==> src/rtl/lgrs_pkg.sv <==
// lgrs_pkg: shared widths, phase codes, reply constants and helpers
// for the link gate reply sequencer; no dependencies
package lgrs_pkg;

  localparam int unsigned WordW  = 16;
  localparam int unsigned PhaseW = 4;
  localparam int unsigned RiseW  = 8;
  localparam int unsigned FallW  = 10;
  localparam int unsigned FlavW  = 2;
  localparam int unsigned CfgIdxW = 1;

  typedef logic [WordW-1:0]  word_t;
  typedef logic [PhaseW-1:0] phase_t;
  typedef logic [FlavW-1:0]  flavor_t;

  // phase codes
  localparam phase_t PH_SYNC   = 4'd0;
  localparam phase_t PH_CMD    = 4'd1;
  localparam phase_t PH_FILL_A = 4'd2;
  localparam phase_t PH_FILL_B = 4'd3;
  localparam phase_t PH_RISE   = 4'd4;
  localparam phase_t PH_FALL   = 4'd5;
  localparam phase_t PH_ID     = 4'd6;
  localparam phase_t PH_ZERO_A = 4'd7;
  localparam phase_t PH_ZERO_B = 4'd8;
  localparam phase_t PH_END    = 4'd9;

  // configuration register indexes
  localparam logic [CfgIdxW-1:0] CFG_GATE_FLAVOR = 1'd0;
  localparam logic [CfgIdxW-1:0] CFG_CHIP_ID     = 1'd1;

  // flavour codes
  localparam flavor_t FLAV_CHIP     = 2'd0;
  localparam flavor_t FLAV_PROGRESS = 2'd1;
  localparam flavor_t FLAV_BEAST    = 2'd2;
  localparam flavor_t FLAV_BEAST_US = 2'd3;

  localparam word_t SYNC_WORD   = 16'h8FFF;
  localparam word_t FILL_WORD   = 16'hFFFF;
  localparam word_t ZERO_WORD   = 16'h0000;
  localparam logic [WordW-FallW-1:0] FALL_TOP = '1;

  localparam logic [RiseW-1:0] RISE_RESET = 8'hFE;
  localparam logic [FallW-1:0] FALL_RESET = 10'h3FE;
  localparam logic [RiseW-1:0] RISE_STEP  = 8'd3;
  localparam logic [FallW-1:0] FALL_STEP  = 10'd3;

  function automatic word_t ok_code(input flavor_t f);
    word_t c;
    case (f)
      FLAV_CHIP:     c = 16'hFFC6;
      FLAV_PROGRESS: c = 16'hFFC7;
      FLAV_BEAST:    c = 16'hFFC4;
      FLAV_BEAST_US: c = 16'hFF00;
      default:       c = 16'hFFC6;
    endcase
    return c;
  endfunction

  function automatic logic is_resync(input word_t w);
    logic r;
    case (w) inside
      16'hA380, 16'hA390, 16'hA3A0, 16'hA3B0,
      16'hA3C0, 16'hA3D0, 16'hA6C0: r = 1'b1;
      default:                      r = 1'b0;
    endcase
    return r;
  endfunction

endpackage

==> src/rtl/lgrs_cmd_if.sv <==
// lgrs_cmd_if: valid/ready channel carrying one host command word
// depends on lgrs_pkg
interface lgrs_cmd_if import lgrs_pkg::*; (input logic clk);
  logic  valid;
  logic  ready;
  word_t command_word;

  modport source (output valid, output command_word, input ready);
  modport sink (input valid, input command_word, output ready);
endinterface

==> src/rtl/lgrs_rsp_if.sv <==
// lgrs_rsp_if: valid/ready channel carrying the echoed command and reply
// depends on lgrs_pkg
interface lgrs_rsp_if import lgrs_pkg::*; (input logic clk);
  logic  valid;
  logic  ready;
  word_t echoed_command;
  word_t reply_word;

  modport source (output valid, output echoed_command, output reply_word, input ready);
  modport sink (input valid, input echoed_command, input reply_word, output ready);
endinterface

==> src/rtl/lgrs_phase_seq.sv <==
// lgrs_phase_seq: ten-phase reply sequencer with its counters
// depends on lgrs_pkg; state advances once per item taken
module lgrs_phase_seq import lgrs_pkg::*; (
  input  logic    clk,
  input  logic    rst,
  input  logic    advance,
  input  word_t   word,
  input  flavor_t gate_flavor,
  input  word_t   chip_id,
  output word_t   reply
);

  phase_t             phase, phase_next, eff;
  logic [RiseW-1:0]   rising_counter, rising_counter_next;
  logic [FallW-1:0]   falling_counter_low, falling_counter_low_next;
  word_t              ok;

  always_comb begin
    ok = ok_code(gate_flavor);
    eff = phase;
    if (phase != PH_CMD && is_resync(word)) begin
      eff = PH_SYNC;
    end
    reply = ok;
    phase_next = PH_SYNC;
    rising_counter_next = rising_counter;
    falling_counter_low_next = falling_counter_low;
    unique case (eff)
      PH_CMD: begin
        phase_next = PH_FILL_A;
      end
      PH_FILL_A: begin
        reply = FILL_WORD;
        phase_next = PH_FILL_B;
      end
      PH_FILL_B: begin
        reply = FILL_WORD;
        phase_next = PH_RISE;
      end
      PH_RISE: begin
        reply = {{(WordW-RiseW){1'b0}}, rising_counter};
        rising_counter_next = rising_counter + RISE_STEP;
        phase_next = PH_FALL;
      end
      PH_FALL: begin
        reply = {FALL_TOP, falling_counter_low};
        falling_counter_low_next = falling_counter_low - FALL_STEP;
        phase_next = PH_ID;
      end
      PH_ID: begin
        reply = chip_id;
        phase_next = PH_ZERO_A;
      end
      PH_ZERO_A: begin
        reply = ZERO_WORD;
        phase_next = PH_ZERO_B;
      end
      PH_ZERO_B: begin
        reply = ZERO_WORD;
        phase_next = PH_END;
      end
      PH_END: begin
        phase_next = PH_CMD;
      end
      default: begin
        // sync, and unreachable codes behave as sync
        phase_next = (word == SYNC_WORD) ? PH_CMD : PH_SYNC;
      end
    endcase
  end

  always_ff @(posedge clk) begin
    if (rst) begin
      phase <= PH_SYNC;
      rising_counter <= RISE_RESET;
      falling_counter_low <= FALL_RESET;
    end else if (advance) begin
      phase <= phase_next;
      rising_counter <= rising_counter_next;
      falling_counter_low <= falling_counter_low_next;
    end
  end

endmodule

==> src/rtl/link_gate_reply_sequencer_top.sv <==
// link_gate_reply_sequencer_top: peripheral side of a multiplayer link gate
// reply item registered after its command item is taken; one item per cycle while the receiver is ready
// input register, sequencer logic, result register; ready chains through both stages
// synchronous active-high reset: sync phase, counters 0xFE / 0x3FE, valid flags and config registers zero
// depends on lgrs_pkg, lgrs_cmd_if, lgrs_rsp_if, lgrs_phase_seq
module link_gate_reply_sequencer_top import lgrs_pkg::*; (
  input  logic               clk,
  input  logic               rst,
  lgrs_cmd_if.sink           cmd,
  lgrs_rsp_if.source         rsp,
  input  logic               cfg_wr_en,
  input  logic [CfgIdxW-1:0] cfg_index,
  input  word_t              cfg_data
);

  flavor_t gate_flavor;
  word_t   chip_id;

  logic  in_valid;
  word_t in_word;
  logic  out_valid;
  word_t out_echo;
  word_t out_reply;
  word_t reply;
  logic  move;
  logic  take;

  assign move = in_valid && (!out_valid || rsp.ready);
  assign take = cmd.valid && cmd.ready;
  assign cmd.ready = !in_valid || move;

  always_ff @(posedge clk) begin
    if (rst) begin
      gate_flavor <= FLAV_CHIP;
      chip_id <= ZERO_WORD;
    end else if (cfg_wr_en) begin
      unique case (cfg_index)
        CFG_GATE_FLAVOR: gate_flavor <= cfg_data[FlavW-1:0];
        CFG_CHIP_ID:     chip_id <= cfg_data;
        default: ;
      endcase
    end
  end

  always_ff @(posedge clk) begin
    if (rst) begin
      in_valid <= 1'b0;
    end else if (take) begin
      in_valid <= 1'b1;
    end else if (move) begin
      in_valid <= 1'b0;
    end
  end

  always_ff @(posedge clk) begin
    if (take) begin
      in_word <= cmd.command_word;
    end
  end

  lgrs_phase_seq u_seq (
    .clk         (clk),
    .rst         (rst),
    .advance     (move),
    .word        (in_word),
    .gate_flavor (gate_flavor),
    .chip_id     (chip_id),
    .reply       (reply)
  );

  always_ff @(posedge clk) begin
    if (rst) begin
      out_valid <= 1'b0;
    end else if (move) begin
      out_valid <= 1'b1;
    end else if (rsp.ready) begin
      out_valid <= 1'b0;
    end
  end

  always_ff @(posedge clk) begin
    if (move) begin
      out_echo <= in_word;
      out_reply <= reply;
    end
  end

  assign rsp.valid = out_valid;
  assign rsp.echoed_command = out_echo;
  assign rsp.reply_word = out_reply;

endmodule

==> src/flat_wrapper.sv <==
// flat-port wrapper written by rule: the top's interface ports become plain ports
module link_gate_reply_sequencer_top_flat import lgrs_pkg::*;
  (clk, rst, cfg_wr_en, cfg_index, cfg_data, cmd_valid, cmd_command_word, cmd_ready, rsp_valid, rsp_echoed_command, rsp_reply_word, rsp_ready);
  lgrs_cmd_if cmd_i (.clk(clk));
  lgrs_rsp_if rsp_i (.clk(clk));
  input  logic clk;
  input  logic rst;
  input  logic cfg_wr_en;
  input  logic [CfgIdxW-1:0] cfg_index;
  input  word_t cfg_data;
  input wire logic [$bits(cmd_i.valid)-1:0] cmd_valid;
  input wire logic [$bits(cmd_i.command_word)-1:0] cmd_command_word;
  output wire logic [$bits(cmd_i.ready)-1:0] cmd_ready;
  output wire logic [$bits(rsp_i.valid)-1:0] rsp_valid;
  output wire logic [$bits(rsp_i.echoed_command)-1:0] rsp_echoed_command;
  output wire logic [$bits(rsp_i.reply_word)-1:0] rsp_reply_word;
  input wire logic [$bits(rsp_i.ready)-1:0] rsp_ready;
  assign cmd_i.valid = cmd_valid;
  assign cmd_i.command_word = cmd_command_word;
  assign cmd_ready = cmd_i.ready;
  assign rsp_valid = rsp_i.valid;
  assign rsp_echoed_command = rsp_i.echoed_command;
  assign rsp_reply_word = rsp_i.reply_word;
  assign rsp_i.ready = rsp_ready;
  link_gate_reply_sequencer_top u_core (.clk(clk), .rst(rst), .cmd(cmd_i), .rsp(rsp_i), .cfg_wr_en(cfg_wr_en), .cfg_index(cfg_index), .cfg_data(cfg_data));
endmodule
==> config.mk <==
export PLATFORM = sky130hd
export DESIGN_NAME = link_gate_reply_sequencer_top_flat
export DESIGN_NICKNAME = d
export VERILOG_FILES = /design/src/rtl/lgrs_pkg.sv /design/src/rtl/lgrs_cmd_if.sv /design/src/rtl/lgrs_rsp_if.sv /design/src/rtl/lgrs_phase_seq.sv /design/src/rtl/link_gate_reply_sequencer_top.sv /design/src/flat_wrapper.sv
export SDC_FILE = /design/constraint.sdc
export NUM_CORES = 1
export LEC_CHECK = 0
export BUFFER_PORTS_ARGS = -buffer_cell sky130_fd_sc_hd__buf_2
export CAP_MARGIN = 10
export CELL_PAD_IN_SITES_DETAIL_PLACEMENT = 1
export CELL_PAD_IN_SITES_GLOBAL_PLACEMENT = 2
export CORE_UTILIZATION = 32
export CTS_CLUSTER_DIAMETER = 60
export CTS_CLUSTER_SIZE = 8
export DETAILED_ROUTE_END_ITERATION = 12
export HOLD_SLACK_MARGIN = 0.05
export PLACE_DENSITY = 0.83
export SLEW_MARGIN = 20
export SYNTH_ARGS = -nofsm -noshare
export SYNTH_HDL_FRONTEND = slang
export SYNTH_SLANG_ARGS = --single-unit
==> constraint.sdc <==
create_clock -name clk -period 1.96 [get_ports clk]
set_input_delay 0.196 -clock clk [delete_from_list [all_inputs] [get_ports clk]]
set_output_delay 0.196 -clock clk [all_outputs]
set_load 0.005 [all_outputs]
---- Word-level counts from Yosys, hierarchy flattened ----
Index checks and enable logic that the tools add are counted.
operators by class
  add/subtract/negate cells ............... 2
  equal/unequal tests ..................... 21
  multiplexer cells ....................... 10
  bitwise gates (word level) .............. 1
  reductions and logical operators ........ 17
operators with widths
  kind                   number
  $eq 16x16->1 const B   8
  $pmux 16 s5            1
  $pmux 16 s4            1
  $pmux 4 s9             1
  $eq 4x3->1 const B     4
  $sub 10x2->10 const B  1
  $add 8x2->8 const B    1
  $eq 4x2->1 const B     2
  $eq 4x4->1 const B     2
  $reduce_and 2->1       4
  $reduce_or 7->1        1
  $mux 1                 6
  $eq 2x2->1 const B     2
  $eq 4x1->1 const B     1
  $mux 4                 1
  $ne 4x1->1 const B     1
  $reduce_bool 2->1      2
  $reduce_or 2->1        2
  $logic_and 1x1->1      3
  $eq 2x1->1 const B     1
  $logic_not 1->1        2
  $logic_not 2->1        1
  $logic_or 1x1->1       2
  $not 1->1              1
word-level totals
  register bits after elaboration ......... 90
  input port bits ......................... 38
  output and inout port bits .............. 34
  word-level logic and storage cells ...... 61

---- Depth between registers and ports, before layout ----
Gate-level depths: netlist of the first run.
  depth after elaboration ................. 8
  mapped depth ............................ 7
  gate-level depth less buffers ........... 6

---- Cells and area by module ----
From an unflattened synthesis of the first run, not the netlist that was laid out.
second synthesis, totals
  cells, all modules ...................... 336
  area, all modules ....................... 3993.8 um2
by module, submodules not included
  module                         instances  cells each  area an instance (um2)  seq. area each (um2)
  link_gate_reply_sequencer_top  1          138         2409.8                  1841.8
  lgrs_phase_seq                 1          198         1584.0                  440.4

---- Worst setup path after synthesis of the first run ----
No wires, ideal clock.
  path type ............................... register -> register
  from .................................... register u_core.in_word[6]
  to ...................................... register u_core.out_reply[10] (netlist: u_core.rsp.reply_word[10]), data pin
  setup time .............................. 0.254 ns
  data arrival time ....................... 1.640 ns
  data required time ...................... 1.706 ns
  setup slack ............................. 0.066 ns
  stages on the path, launching flop included .. 7
  path buffers ............................ 1
  clock period less this slack ............ 1.894 ns
  path through ............................ edfxtp_1 > a211oi_1 > and4_4 > a21oi_4 > and2_1 > buf_4 > a21o_1
between the ends
  cells in the longest elaborated chain, start to end .. 8
  elaborated cells between the ends (all ways) .. 21
  those cells by class .................... eq/ne: 14; mux: 3; reduce/logical: 4
RTL lines
  what                                RTL line                             RTL
  start: declaration                  link_gate_reply_sequencer_top.sv:20  word_t in_word;
  start signal: assignment            link_gate_reply_sequencer_top.sv:57  in_word <= cmd.command_word;
  $eq 16x16->1                        lgrs_phase_seq.sv:21                 if (phase != PH_CMD && is_resync(word)) begin
  $reduce_or 7->1 *                   lgrs_pkg.sv:62                       case (w) inside
  $mux 1 *                            lgrs_pkg.sv:62
  $logic_and 1x1->1 *                 lgrs_phase_seq.sv:21
  $mux 4 *                            lgrs_phase_seq.sv:21
  $eq 4x4->1 (tied with other cells)  lgrs_phase_seq.sv:28                 unique case (eff)
  $reduce_or 2->1 (no source line)    n/a
  $pmux 16 s5 *                       lgrs_phase_seq.sv:28
  named net u_core.reply[10]          link_gate_reply_sequencer_top.sv:24  word_t reply;
  end signal: assignment              link_gate_reply_sequencer_top.sv:84  out_reply <= reply;
  end: declaration                    link_gate_reply_sequencer_top.sv:23  word_t out_reply;
Mark *: on every way through the listed nets, which the timed path passes. The rest lies on a longest branch.
A chain may end at the register's enable or synchronous reset.

---- Worst setup path after layout of the first run ----
  from .................................... register u_core.u_seq.phase[3]
  to ...................................... register u_core.u_seq.falling_counter_low[6]
between the ends
  cells in the longest elaborated chain, start to end .. 5
RTL lines
  what                                 RTL line              RTL
  start: declaration                   lgrs_phase_seq.sv:13  phase_t phase, phase_next, eff;
  start signal: assignment             lgrs_phase_seq.sv:78  phase <= phase_next;
  $ne 4x1->1                           lgrs_phase_seq.sv:21
  $logic_and 1x1->1                    lgrs_phase_seq.sv:21
  $mux 4 *                             lgrs_phase_seq.sv:21
  $eq 4x3->1 *                         lgrs_phase_seq.sv:28
  $reduce_and 2->1 (no source line) *  n/a
  end signal: assignment               lgrs_phase_seq.sv:80  falling_counter_low <= falling_counter_low_next;
  end: declaration                     lgrs_phase_seq.sv:15  logic [FallW-1:0] falling_counter_low, falling_counter_low_next;
Mark *: on every way between the ends. The rest lies on a longest branch, timed or not.

==> impl_metrics.prom, run 1 <==
# TYPE chip_impl_metric gauge
chip_impl_info{name="run_status",value="finished with violations"} 1
chip_impl_info{name="violations",value="DRC, setup timing"} 1
chip_impl_metric{name="static-leakage-power",unit="nW"} 1.97
chip_impl_metric{name="ir_drop",unit="uV"} 338
chip_impl_metric{name="floorplan.initialDensity",unit="%"} 33.2
chip_impl_metric{name="drt_pass1_iterations",unit=""} 11
chip_impl_metric{name="layout-drive-gt1-share",unit="%"} 34.4
chip_impl_metric{name="mean_number_of_vias_per_cell",unit=""} 5.16
chip_impl_metric{name="die_area",unit="um^2"} 12400
chip_impl_metric{name="postLayoutCoreUtil",unit="%"} 45.4
chip_impl_metric{name="slew_viol_final",unit=""} 0
chip_impl_metric{name="detail_route.iter0.violations",unit=""} 189
chip_impl_info{name="grt_setup_unrepaired",value="yes"} 1
chip_impl_metric{name="number_of_nets_in_the_final_layout",unit=""} 512
chip_impl_info{name="routed.top_layer",value="met4"} 1
chip_impl_info{name="hold_wc_path_type",value="input port to register"} 1
chip_impl_metric{name="total_via_count_in_the_routed_design",unit=""} 3200
chip_impl_metric{name="placement.setup.worst_slack",unit="ns"} -0.128
chip_impl_metric{name="pin_count_of_the_biggest_net_entering_global_routing",unit=""} 31
chip_impl_metric{name="floorplan.io_pins",unit=""} 72
chip_impl_metric{name="cp_data_required_time",unit="ns"} 2.19
chip_impl_metric{name="rows",unit=""} 39
chip_impl_metric{name="synth.ff_latch_count",unit=""} 90
chip_impl_info{name="synthFlopType",value="sky130_fd_sc_hd__edfxtp_1"} 1
chip_impl_metric{name="grt_overflow",unit=""} 0
chip_impl_metric{name="numClockSinks",unit=""} 90
chip_impl_metric{name="post_synth.cell_area_avg",unit="um^2"} 11.1
chip_impl_metric{name="final_min_period_over_clock_period",unit="%"} 102
chip_impl_metric{name="detail_route.drc_violations",unit=""} 5
chip_impl_info{name="clock_tree.root_cell",value="sky130_fd_sc_hd__clkbuf_16"} 1
chip_impl_metric{name="met2WireLength",unit="mm"} 5.63
chip_impl_metric{name="synth_async_reset_ratio",unit="%"} 0
chip_impl_metric{name="ant_diodes",unit=""} 0
chip_impl_info{name="layout.cells.most_common",value="sky130_fd_sc_hd__buf_2"} 1
chip_impl_metric{name="number_of_cells_produced_by_synthesis",unit=""} 347
chip_impl_metric{name="cts_made_buffers",unit=""} 9
chip_impl_metric{name="grt.total_usage",unit="%"} 18.6
chip_impl_metric{name="arrival",unit="ns"} 2.22
chip_impl_metric{name="cellPowerDensity",unit="nW/um^2"} 802
chip_impl_info{name="leading_cell_types_in_the_layout_fill_and_taps_excluded",value="sky130_fd_sc_hd__buf_2, sky130_fd_sc_hd__nand2_1, sky130_fd_sc_hd__edfxtp_1"} 1
chip_impl_metric{name="wirelength",unit="mm"} 11.4
chip_impl_metric{name="tightest_slew",unit="ns"} 0.770
chip_impl_metric{name="ys_types",unit=""} 56
chip_impl_metric{name="clock_insertion_delay_worst_skew",unit="ns"} 0.34
chip_impl_metric{name="detail_route.wl_per_cell",unit="um"} 18.3
chip_impl_metric{name="wire_length_on_met1",unit="mm"} 5.05
chip_impl_metric{name="wire_length_of_the_first_global_routing_pass",unit="mm"} 17.6
chip_impl_metric{name="fmax",unit="MHz"} 501
chip_impl_metric{name="drv_cap",unit=""} 0
chip_impl_metric{name="cts_max_path_buffers",unit=""} 2
chip_impl_metric{name="finalCriticalPeriod",unit="ns"} 2.00
chip_impl_metric{name="hold_viol",unit=""} 0
chip_impl_metric{name="netlist_area",unit="um^2"} 3840
chip_impl_metric{name="buffer_ports.inserted",unit=""} 71
chip_impl_metric{name="area_delta_synth_final",unit="%"} 36.8
chip_impl_metric{name="gpl.final_weighted_congestion",unit=""} 0.804
chip_impl_metric{name="slew_headroom",unit="%"} 48.7
chip_impl_metric{name="met3_wirelength",unit="um"} 418
chip_impl_metric{name="seq_area",unit="um^2"} 2280
chip_impl_metric{name="die_extent_in_x",unit="um"} 111
chip_impl_metric{name="synth_edf_count",unit=""} 48
chip_impl_metric{name="h-tree-depth",unit=""} 3
chip_impl_metric{name="core",unit="um^2"} 11600
chip_impl_metric{name="total_area_of_multi_input_combinational_cells",unit="um^2"} 1600
chip_impl_metric{name="portion_of_the_post_synthesis_area_used_by_sequential_elements",unit="%"} 59.5
chip_impl_metric{name="die_height",unit="um"} 111
chip_impl_metric{name="num-fill-cells",unit=""} 1281
chip_impl_info{name="startpoint_type",value="register"} 1
chip_impl_metric{name="ant_nets",unit=""} 0
chip_impl_metric{name="endpoints_failing_setup",unit=""} 3
chip_impl_info{name="tritoncts",value="done"} 1
chip_impl_metric{name="grt_pass1_vias",unit=""} 3320
chip_impl_metric{name="clkSlewWorstSetupHoldPaths",unit="ns"} 0.07
chip_impl_metric{name="postSynthNetCount",unit=""} 387
chip_impl_metric{name="timing.setup.tns",unit="ns"} -0.0726
chip_impl_metric{name="worst_case_clock_skew",unit="ns"} 0.00843
chip_impl_metric{name="yosysWarningCount",unit=""} 0
chip_impl_metric{name="antenna_found_initial",unit=""} 0
chip_impl_info{name="critical_path_endpoint_category",value="register"} 1
chip_impl_metric{name="place.detailed.hpwl",unit="mm"} 7.41
chip_impl_info{name="worst_setup_path_type",value="register to register"} 1
chip_impl_metric{name="path_max_fanout",unit=""} 5
chip_impl_metric{name="setup_ws",unit="ns"} -0.0376
==> cells by family after synthesis <==
family,count (synthesis),synth area share (%)
simple gates,132,18.6
flops,90,59.5
compound gates,89,15.6
buf+inv,22,2.64
mux,8,2.09
xor+xnor,4,0.913
fa+ha+maj,2,0.652
==> worst max-delay path, stage by stage, from the launching register on <==
cell and delay [ns]:
sky130_fd_sc_hd__dfxtp_1 0.35, sky130_fd_sc_hd__or4b_4 0.56, sky130_fd_sc_hd__nand4_4 0.19, sky130_fd_sc_hd__o2111ai_4 0.17
sky130_fd_sc_hd__buf_6 0.16, sky130_fd_sc_hd__o21ai_2 0.10, sky130_fd_sc_hd__or3b_1 0.36
==> cells in the mapped netlist (3+ instances only) <==
master | instances | area (um^2)
sky130_fd_sc_hd__o21ai_1 | 3 | 15.0
sky130_fd_sc_hd__a21o_1 | 8 | 60.1
sky130_fd_sc_hd__dfxtp_1 | 42 | 841
sky130_fd_sc_hd__nand3_1 | 9 | 45.0
sky130_fd_sc_hd__o31ai_1 | 5 | 37.5
sky130_fd_sc_hd__nor4_1 | 3 | 18.8
sky130_fd_sc_hd__nor3_1 | 5 | 25.0
sky130_fd_sc_hd__and2_1 | 4 | 25.0
sky130_fd_sc_hd__xor2_1 | 3 | 26.3
sky130_fd_sc_hd__nor2b_1 | 6 | 37.5
sky130_fd_sc_hd__clkbuf_1 | 12 | 45.0
sky130_fd_sc_hd__nor2_1 | 14 | 52.6
sky130_fd_sc_hd__a222oi_1 | 3 | 30.0
sky130_fd_sc_hd__nand2_1 | 57 | 214
sky130_fd_sc_hd__mux2i_1 | 8 | 80.1
sky130_fd_sc_hd__or3_1 | 7 | 43.8
sky130_fd_sc_hd__inv_1 | 6 | 22.5
sky130_fd_sc_hd__nand2b_1 | 9 | 56.3
sky130_fd_sc_hd__o21ai_0 | 19 | 95.1
sky130_fd_sc_hd__a21oi_1 | 29 | 145
sky130_fd_sc_hd__edfxtp_1 | 48 | 1440
==> per-layer routing <==
| layer | track usage, % | vias to the layer above |
|---|---|---|
| met2 | 31.5 | 78 |
| met4 | 6.94 | 0 |
| met1 | 23.6 | 1575 |
| met5 | 0 | - |
| met3 | 3.54 | 20 |
| li1 | - | 1527 |
==> through the flow <==
step / power (mW) / area [um^2] / cells / hold slack, ns
floorplan: 2.28 / 3840 / 347 / 0.295
global placement: 2.43 / 4480 / 571 / 0.375
detailed placement: 2.44 / 4480 / 571 / 0.375
CTS: 4.22 / 5090 / 615 / 0.0587
global route: 4.36 / 5250 / 620 / 0.0534
finish: 4.21 / 5250 / 620 / 0.0678
==> flip-flops by register name (all words and copies together) (netlist names) <==
| signal | flops |
|---|---|
| u_core.chip_id | 16 |
| u_core.u_seq.rising_counter | 8 |
| u_core.rsp.echoed_command | 16 |
| u_core.rsp.valid | 1 |
| u_core.gate_flavor | 2 |
| u_core.in_word | 16 |
| u_core.in_valid | 1 |
| u_core.u_seq.phase | 4 |
| u_core.u_seq.falling_counter_low | 10 |
| u_core.rsp.reply_word | 16 |
==> cell type report <==
type | count | area share [%]
well taps | 143 | 3.41
multi-input cells | 236 | 30.5
clock buffers | 9 | 4.29
clock inverters | 7 | 1.45
inverters | 7 | 0.501
repair buffers | 128 | 16.3
flip-flops and latches | 90 | 43.5
==> path summary, 6_finish.rpt <==
| check | start | endpoint | slack, ns | depth (start not counted) |
|---|---|---|---|---|
| worst max-delay path | u_core.u_seq.phase[3] | u_core.u_seq.falling_counter_low[6] | -0.04 | 6 |
| worst min-delay path | cmd_command_word[6] | u_core.in_word[6] | 0.07 | 1 |
| worst max register to register | u_core.u_seq.phase[3] | u_core.u_seq.falling_counter_low[6] | -0.04 | 6 |
| worst min register to register | u_core.in_word[14] | u_core.rsp.echoed_command[14] | 0.45 | 0 |
==> timing repair <==
action,4_1_cts,5_1_grt
endpoints found under the hold margin,15,0
buffers inserted,12,5
gates cloned,1,0
endpoints found under the setup margin,19,27
resized for setup,14,24
pin swaps,11,20
hold buffers,15,0
==> power breakdown <==
group	switching, mW	internal (mW)	total, mW
combinational	0.192	0.166	0.357
clock	0.755	0.996	1.75
sequential	0.0427	2.06	2.10
Power figures use the tool's default switching activity.
==> inputs of run 2 (changes only) <==
- GPL_TIMING_DRIVEN: not set -> 0
- MAX_ROUTING_LAYER: not set -> met4
- TNS_END_PERCENT: not set -> 50
==> run 2 against run 1 <==
The flow still finishes with violations (DRC, setup timing). Global-route usage grew 0.38 points. Register-to-register slack got worse by 0.09 ns. First-iteration DRC count shrank 17%. Critical path depth is 1 higher. Sequential share of layout area grew 1.6 points. Via count shrank 1.6%. Non-clock buffer count shrank 12. Final area decreased by 3.3%. Sequential power hardly changed. Critical endpoint is now u_core.u_seq.rising_counter[6].
==> impl_metrics.prom, run 2 (synthesis gave the netlist of run 1 again) <==
# TYPE chip_impl_metric gauge
chip_impl_metric{name="ir_drop",unit="uV"} 401
chip_impl_info{name="crit_path_frequent_cell",value="sky130_fd_sc_hd__buf_6"} 1
chip_impl_info{name="cp_slowest_cell",value="sky130_fd_sc_hd__edfxtp_1"} 1
chip_impl_metric{name="grt_overflow",unit=""} 0
chip_impl_metric{name="clkSlewWorstSetupHoldPaths",unit="ns"} 0.07
chip_impl_metric{name="slew_headroom",unit="%"} 48.9
chip_impl_metric{name="tightest_slew",unit="ns"} 0.767
chip_impl_metric{name="cts_max_path_buffers",unit=""} 2
chip_impl_info{name="hold_wc_path_type",value="input port to register"} 1
chip_impl_metric{name="crit_path_max_incr_delay",unit="ns"} 0.46
chip_impl_metric{name="wirelength",unit="mm"} 11.2
chip_impl_metric{name="die_height",unit="um"} 111
chip_impl_metric{name="arrival",unit="ns"} 2.28
chip_impl_metric{name="ff2ff_setup_slack",unit="ns"} -0.13
chip_impl_metric{name="rows",unit=""} 39
chip_impl_metric{name="mean_number_of_vias_per_cell",unit=""} 5.19
chip_impl_info{name="clock_tree.root_cell",value="sky130_fd_sc_hd__clkbuf_16"} 1
chip_impl_metric{name="total_via_count_in_the_routed_design",unit=""} 3150
chip_impl_metric{name="cellPowerDensity",unit="nW/um^2"} 829
chip_impl_metric{name="setup_ws",unit="ns"} -0.126
chip_impl_info{name="hold_path_startpoint",value="cfg_data[10]"} 1
chip_impl_info{name="worst_r2r_startpoint",value="u_core.in_word[3]"} 1
chip_impl_metric{name="floorplan.io_pins",unit=""} 72
chip_impl_info{name="worst_setup_path_type",value="register to register"} 1
chip_impl_metric{name="cp_data_required_time",unit="ns"} 2.16
chip_impl_metric{name="clock_insertion_delay_worst_skew",unit="ns"} 0.34
chip_impl_metric{name="detailed_place.area",unit="um^2"} 4370
chip_impl_metric{name="number_of_nets_in_the_final_layout",unit=""} 499
chip_impl_metric{name="fin_hold_ws",unit="ns"} 0.0898
chip_impl_metric{name="r2r.worst_path.cells",unit=""} 7
chip_impl_metric{name="worst_hold_path.num_cells",unit=""} 3
chip_impl_metric{name="slew_viol_final",unit=""} 0
chip_impl_metric{name="antenna_found_initial",unit=""} 0
chip_impl_info{name="grt_setup_unrepaired",value="yes"} 1
chip_impl_info{name="run_status",value="finished with violations"} 1
chip_impl_metric{name="die_extent_in_x",unit="um"} 111
chip_impl_metric{name="cts_made_buffers",unit=""} 9
chip_impl_metric{name="wire_length_of_the_first_global_routing_pass",unit="mm"} 17.6
chip_impl_metric{name="numClockSinks",unit=""} 90
chip_impl_info{name="tritoncts",value="done"} 1
chip_impl_info{name="ordered_list_of_cells_on_the_worst_path",value="nor4b_4 > nand4_4 > buf_6 > o211ai_2 > buf_6 > or3_1 > nand3_1"} 1
chip_impl_metric{name="finalInstanceArea",unit="um^2"} 5070
chip_impl_info{name="crit-reg2reg-capture",value="u_core.u_seq.rising_counter[6]"} 1
chip_impl_metric{name="die_area",unit="um^2"} 12400
chip_impl_metric{name="detail_route.drc_violations",unit=""} 6
chip_impl_metric{name="drv_cap",unit=""} 0
chip_impl_metric{name="num-fill-cells",unit=""} 1284
chip_impl_metric{name="grt.total_usage",unit="%"} 19.0
chip_impl_metric{name="gpl.final_weighted_congestion",unit=""} 0.841
chip_impl_info{name="critical_path_endpoint_category",value="register"} 1
chip_impl_metric{name="placement.setup.worst_slack",unit="ns"} -0.257
chip_impl_metric{name="pin_count_of_the_biggest_net_entering_global_routing",unit=""} 40
chip_impl_metric{name="place.detailed.hpwl",unit="mm"} 7.58
chip_impl_metric{name="hold_viol",unit=""} 0
chip_impl_metric{name="area_delta_synth_final",unit="%"} 32.2
chip_impl_metric{name="h-tree-depth",unit=""} 3
chip_impl_metric{name="detail_route.iter0.violations",unit=""} 157
chip_impl_metric{name="ant_nets",unit=""} 0
chip_impl_metric{name="ant_diodes",unit=""} 0
chip_impl_metric{name="endpoints_failing_setup",unit=""} 17
chip_impl_metric{name="postLayoutCoreUtil",unit="%"} 43.8
chip_impl_info{name="startpoint_type",value="register"} 1
chip_impl_info{name="violations",value="DRC, setup timing"} 1
chip_impl_metric{name="fin_total_pwr",unit="mW"} 4.21
chip_impl_metric{name="finalCriticalPeriod",unit="ns"} 2.09
chip_impl_metric{name="static-leakage-power",unit="nW"} 1.84
chip_impl_metric{name="detail_route.wl_per_cell",unit="um"} 18.5
chip_impl_metric{name="drt_pass1_iterations",unit=""} 10
chip_impl_metric{name="core",unit="um^2"} 11600
chip_impl_info{name="worstHoldEndpoint",value="u_core.chip_id[10]"} 1
chip_impl_metric{name="floorplan.initialDensity",unit="%"} 33.2
chip_impl_metric{name="worst_case_clock_skew",unit="ns"} 0.0104
chip_impl_metric{name="path_max_fanout",unit=""} 10
chip_impl_metric{name="layout-drive-gt1-share",unit="%"} 30.0
chip_impl_metric{name="grt_pass1_vias",unit=""} 3319
chip_impl_info{name="layout.cells.most_common",value="sky130_fd_sc_hd__buf_2"} 1
chip_impl_info{name="leading_cell_types_in_the_layout_fill_and_taps_excluded",value="sky130_fd_sc_hd__buf_2, sky130_fd_sc_hd__nand2_1, sky130_fd_sc_hd__edfxtp_1"} 1
chip_impl_metric{name="fmax",unit="MHz"} 479
chip_impl_metric{name="final_min_period_over_clock_period",unit="%"} 106
chip_impl_metric{name="buffer_ports.inserted",unit=""} 71
==> run 2: final cells by class <==
cell class              instances  area [um^2]  share of cell area [%]
multi-input cells             235         1570                    31.0
clock inverters                 6         71.3                    1.41
flip-flops and latches         90         2290                    45.1
well taps                     143          179                    3.53
inverters                       7         28.8                   0.567
clock buffers                  10          229                    4.52
repair buffers                103          647                    12.8
plain buffers                  13         56.3                    1.11
==> run 2: report_power, final <==
part / switching, mW / internal (mW) / total, mW
Clock: 0.772 / 1.00 / 1.78
Sequential: 0.0464 / 2.06 / 2.10
Combinational: 0.185 / 0.142 / 0.327
==> run 2: per-stage QoR <==
step | std cells | TNS, ns
6_report | 607 | -1.17
5_1_grt | 607 | -2.97
4_1_cts | 601 | -0.630
3_5_place_dp | 561 | -2.71
3_3_place_gp | 561 | -1.93
2_1_floorplan | 347 | 0
==> run 2: what timing repair did <==
item	in CTS	in global routing
hold buffers	15	1
hold endpoints to repair	15	1
pin swaps	6	6
setup endpoints to repair	37	31
resized for setup	14	21
setup buffers	11	5
==> run 2: metal layers <==
layer / wire length [um] / part of all wire [%] / GRT usage [%]
met3: 406 / 3.6 / 2.56
met2: 5630 / 50 / 31.5
met4: 350 / 3.1 / 9.10
met1: 4870 / 43 / 22.8
met5: 0 / 0 / -
==> run 2: worst max-delay path by stage <==
stage               cells after the start                                  end         startpoint  slack (ns)
CTS                                     5  u_core.u_seq.falling_counter_low[4]  u_core.in_word[1]       -0.08
floorplan                               6            u_core.rsp.reply_word[10]  u_core.in_word[6]        0.07
global placement                        5  u_core.u_seq.falling_counter_low[6]  u_core.in_word[6]       -0.16
finish                                  7       u_core.u_seq.rising_counter[6]  u_core.in_word[3]       -0.13
global route                            5  u_core.u_seq.falling_counter_low[6]  u_core.in_word[3]       -0.19
detailed placement                      5             u_core.rsp.reply_word[6]  u_core.in_word[6]       -0.26
==> run 2: critical path, delay by kind of cell (launching register included) <==
kind	cells	cell delay (ns)
buffers and inverters	2	0.37
AOI/OAI and AO/OA	1	0.19
DFF	1	0.46
and+or+nand+nor	4	0.91
==> inputs of run 3 (changes only) <==
- CELL_PAD_IN_SITES_GLOBAL_PLACEMENT: 2 -> 1
- CORE_UTILIZATION: 32 -> 39
- GPL_TIMING_DRIVEN: 0 -> 1
==> run 3 against run 2 <==
The flow finishes with violations (setup timing). Total power is 7.1% lower. Die area is 18% lower. Via count is 2.7% higher. First-iteration DRC count is 10% higher. Worst hold slack worse by 0.023 ns. Flip-flop and latch count stayed put. Critical endpoint is now u_core.u_seq.falling_counter_low[4].
==> impl_metrics.prom, run 3 (synthesis gave the netlist of run 1 again) <==
# TYPE chip_impl_metric gauge
chip_impl_info{name="run_status",value="finished with violations"} 1
chip_impl_info{name="violations",value="setup timing"} 1
chip_impl_metric{name="pin_count_of_the_biggest_net_entering_global_routing",unit=""} 23
chip_impl_metric{name="cp_data_required_time",unit="ns"} 2.21
chip_impl_metric{name="core",unit="um^2"} 9370
chip_impl_metric{name="grt.total_usage",unit="%"} 23.0
chip_impl_metric{name="floorplan.initialDensity",unit="%"} 40.9
chip_impl_metric{name="cts_max_path_buffers",unit=""} 2
chip_impl_metric{name="endpoints_failing_setup",unit=""} 5
chip_impl_metric{name="wire_length_of_the_first_global_routing_pass",unit="mm"} 16.9
chip_impl_metric{name="mean_number_of_vias_per_cell",unit=""} 5.37
chip_impl_metric{name="cellPowerDensity",unit="nW/um^2"} 768
chip_impl_metric{name="ant_diodes",unit=""} 0
chip_impl_info{name="critical_path_endpoint_category",value="register"} 1
chip_impl_metric{name="floorplan.io_pins",unit=""} 72
chip_impl_metric{name="detail_route.iter0.violations",unit=""} 173
chip_impl_metric{name="ant_nets",unit=""} 0
chip_impl_metric{name="fmax",unit="MHz"} 499
chip_impl_metric{name="rows",unit=""} 35
chip_impl_metric{name="total_via_count_in_the_routed_design",unit=""} 3235
chip_impl_metric{name="die_height",unit="um"} 101
chip_impl_metric{name="h-tree-depth",unit=""} 3
chip_impl_metric{name="grt_overflow",unit=""} 0
chip_impl_metric{name="cts_made_buffers",unit=""} 9
chip_impl_metric{name="numClockSinks",unit=""} 90
chip_impl_metric{name="place.detailed.hpwl",unit="mm"} 7.57
chip_impl_metric{name="detail_route.wl_per_cell",unit="um"} 18.3
chip_impl_metric{name="tightest_slew",unit="ns"} 0.732
chip_impl_metric{name="final_min_period_over_clock_period",unit="%"} 102
chip_impl_metric{name="buffer_ports.inserted",unit=""} 71
chip_impl_metric{name="slew_headroom",unit="%"} 51.2
chip_impl_metric{name="static-leakage-power",unit="nW"} 1.89
chip_impl_metric{name="slew_viol_final",unit=""} 0
chip_impl_info{name="grt_setup_unrepaired",value="yes"} 1
chip_impl_metric{name="gpl.final_weighted_congestion",unit=""} 0.899
chip_impl_metric{name="fin_total_pwr",unit="mW"} 3.91
chip_impl_metric{name="place.detailed.instances",unit=""} 558
chip_impl_metric{name="layout-drive-gt1-share",unit="%"} 31.9
chip_impl_info{name="layout.cells.most_common",value="sky130_fd_sc_hd__buf_2"} 1
chip_impl_info{name="ordered_list_of_cells_on_the_worst_path",value="nor4b_2 > buf_4 > nand4_4 > o2111ai_4 > nor3_2 > or3b_1"} 1
chip_impl_metric{name="worst_case_clock_skew",unit="ns"} 0.00774
chip_impl_metric{name="finalCriticalPeriod",unit="ns"} 2.01
chip_impl_metric{name="arrival",unit="ns"} 2.26
chip_impl_metric{name="drt_pass1_iterations",unit=""} 4
chip_impl_metric{name="antenna_found_initial",unit=""} 0
chip_impl_metric{name="grt_pass1_vias",unit=""} 3292
chip_impl_metric{name="number_of_nets_in_the_final_layout",unit=""} 508
chip_impl_info{name="startpoint_type",value="register"} 1
chip_impl_metric{name="setup_ws",unit="ns"} -0.0455
chip_impl_metric{name="drv_cap",unit=""} 0
chip_impl_metric{name="area_delta_synth_final",unit="%"} 32.7
chip_impl_metric{name="ir_drop",unit="uV"} 290
chip_impl_metric{name="final_cells",unit=""} 602
chip_impl_metric{name="crit_path_max_incr_delay",unit="ns"} 0.44
chip_impl_metric{name="hold_viol",unit=""} 0
chip_impl_info{name="cp_slowest_cell",value="sky130_fd_sc_hd__edfxtp_1"} 1
chip_impl_info{name="tritoncts",value="done"} 1
chip_impl_info{name="clock_tree.root_cell",value="sky130_fd_sc_hd__clkbuf_8"} 1
chip_impl_metric{name="die_area",unit="um^2"} 10200
chip_impl_metric{name="clkSlewWorstSetupHoldPaths",unit="ns"} 0.09
chip_impl_metric{name="die_extent_in_x",unit="um"} 101
chip_impl_info{name="leading_cell_types_in_the_layout_fill_and_taps_excluded",value="sky130_fd_sc_hd__buf_2, sky130_fd_sc_hd__nand2_1, sky130_fd_sc_hd__edfxtp_1"} 1
chip_impl_metric{name="path_max_fanout",unit=""} 8
chip_impl_info{name="hold_wc_path_type",value="input port to register"} 1
chip_impl_info{name="worst_setup_path_type",value="register to register"} 1
chip_impl_metric{name="detail_route.drc_violations",unit=""} 0
chip_impl_metric{name="clock_insertion_delay_worst_skew",unit="ns"} 0.36
chip_impl_metric{name="wirelength",unit="mm"} 11.0
[run 3: what timing repair did]
action | 4_1_cts | 5_1_grt
hold buffers | 19 | 0
resized for setup | 9 | 19
endpoints found under the setup margin | 22 | 23
buffers inserted | 2 | 7
pin swaps | 2 | 8
hold endpoints to repair | 19 | 0
cloned | 0 | 0
[run 3: metrics by stage]
stage | setup TNS, ns | hold WS (ns) | util, % | setup WS (ns) | instance area, um^2
floorplan | 0 | 0.295 | - | 0.0660 | 3840
global placement | 0 | 0.374 | 47.7 | 0.0393 | 4470
detailed placement | -0.846 | 0.374 | 47.7 | -0.165 | 4470
CTS | -0.177 | 0.0520 | 52.8 | -0.0424 | 4940
global route | -0.800 | 0.0646 | 54.3 | -0.132 | 5090
finish | -0.129 | 0.0672 | 54.3 | -0.0455 | 5090
[run 3: worst max-delay path: cells and delay by family, from the launching register on]
family,cells,cell delay (ns)
DFF,1,0.44
AOI/OAI and AO/OA,1,0.35
and+or+nand+nor,4,0.92
buffers and inverters,1,0.18
[run 3: cell type report]
class                   count  area [um^2]
multi-input cells         235         1570
inverters                   7         26.3
fillers                  1072         4280
well taps                 129          161
clock inverters             4         72.6
repair buffers            125          825
flip-flops and latches     90         2280
clock buffers              12          156
[run 3: metal layers]
metal | track usage (%) | wire [um] | vias to the layer above
met5 | - | 0 | -
met4 | 10.1 | 230 | 0
met3 | 4.49 | 516 | 24
met2 | 39.7 | 5770 | 107
met1 | 25.9 | 4530 | 1590
li1 | - | - | 1514
[run 3: report_power, final]
group | switching [mW] | total [mW] | internal [mW]
clock network | 0.662 | 1.46 | 0.798
registers | 0.0400 | 2.09 | 2.05
logic | 0.191 | 0.355 | 0.164
[run 3: worst paths after layout]
| check | startpoint | cells past startpoint | end | slack, ns |
|---|---|---|---|---|
| min | cmd_valid | 3 | u_core.in_valid | 0.07 |
| max reg2reg | u_core.in_word[3] | 6 | u_core.u_seq.falling_counter_low[4] | -0.05 |
| max | u_core.in_word[3] | 6 | u_core.u_seq.falling_counter_low[4] | -0.05 |
| min reg2reg | u_core.in_word[12] | 0 | u_core.rsp.echoed_command[12] | 0.45 |
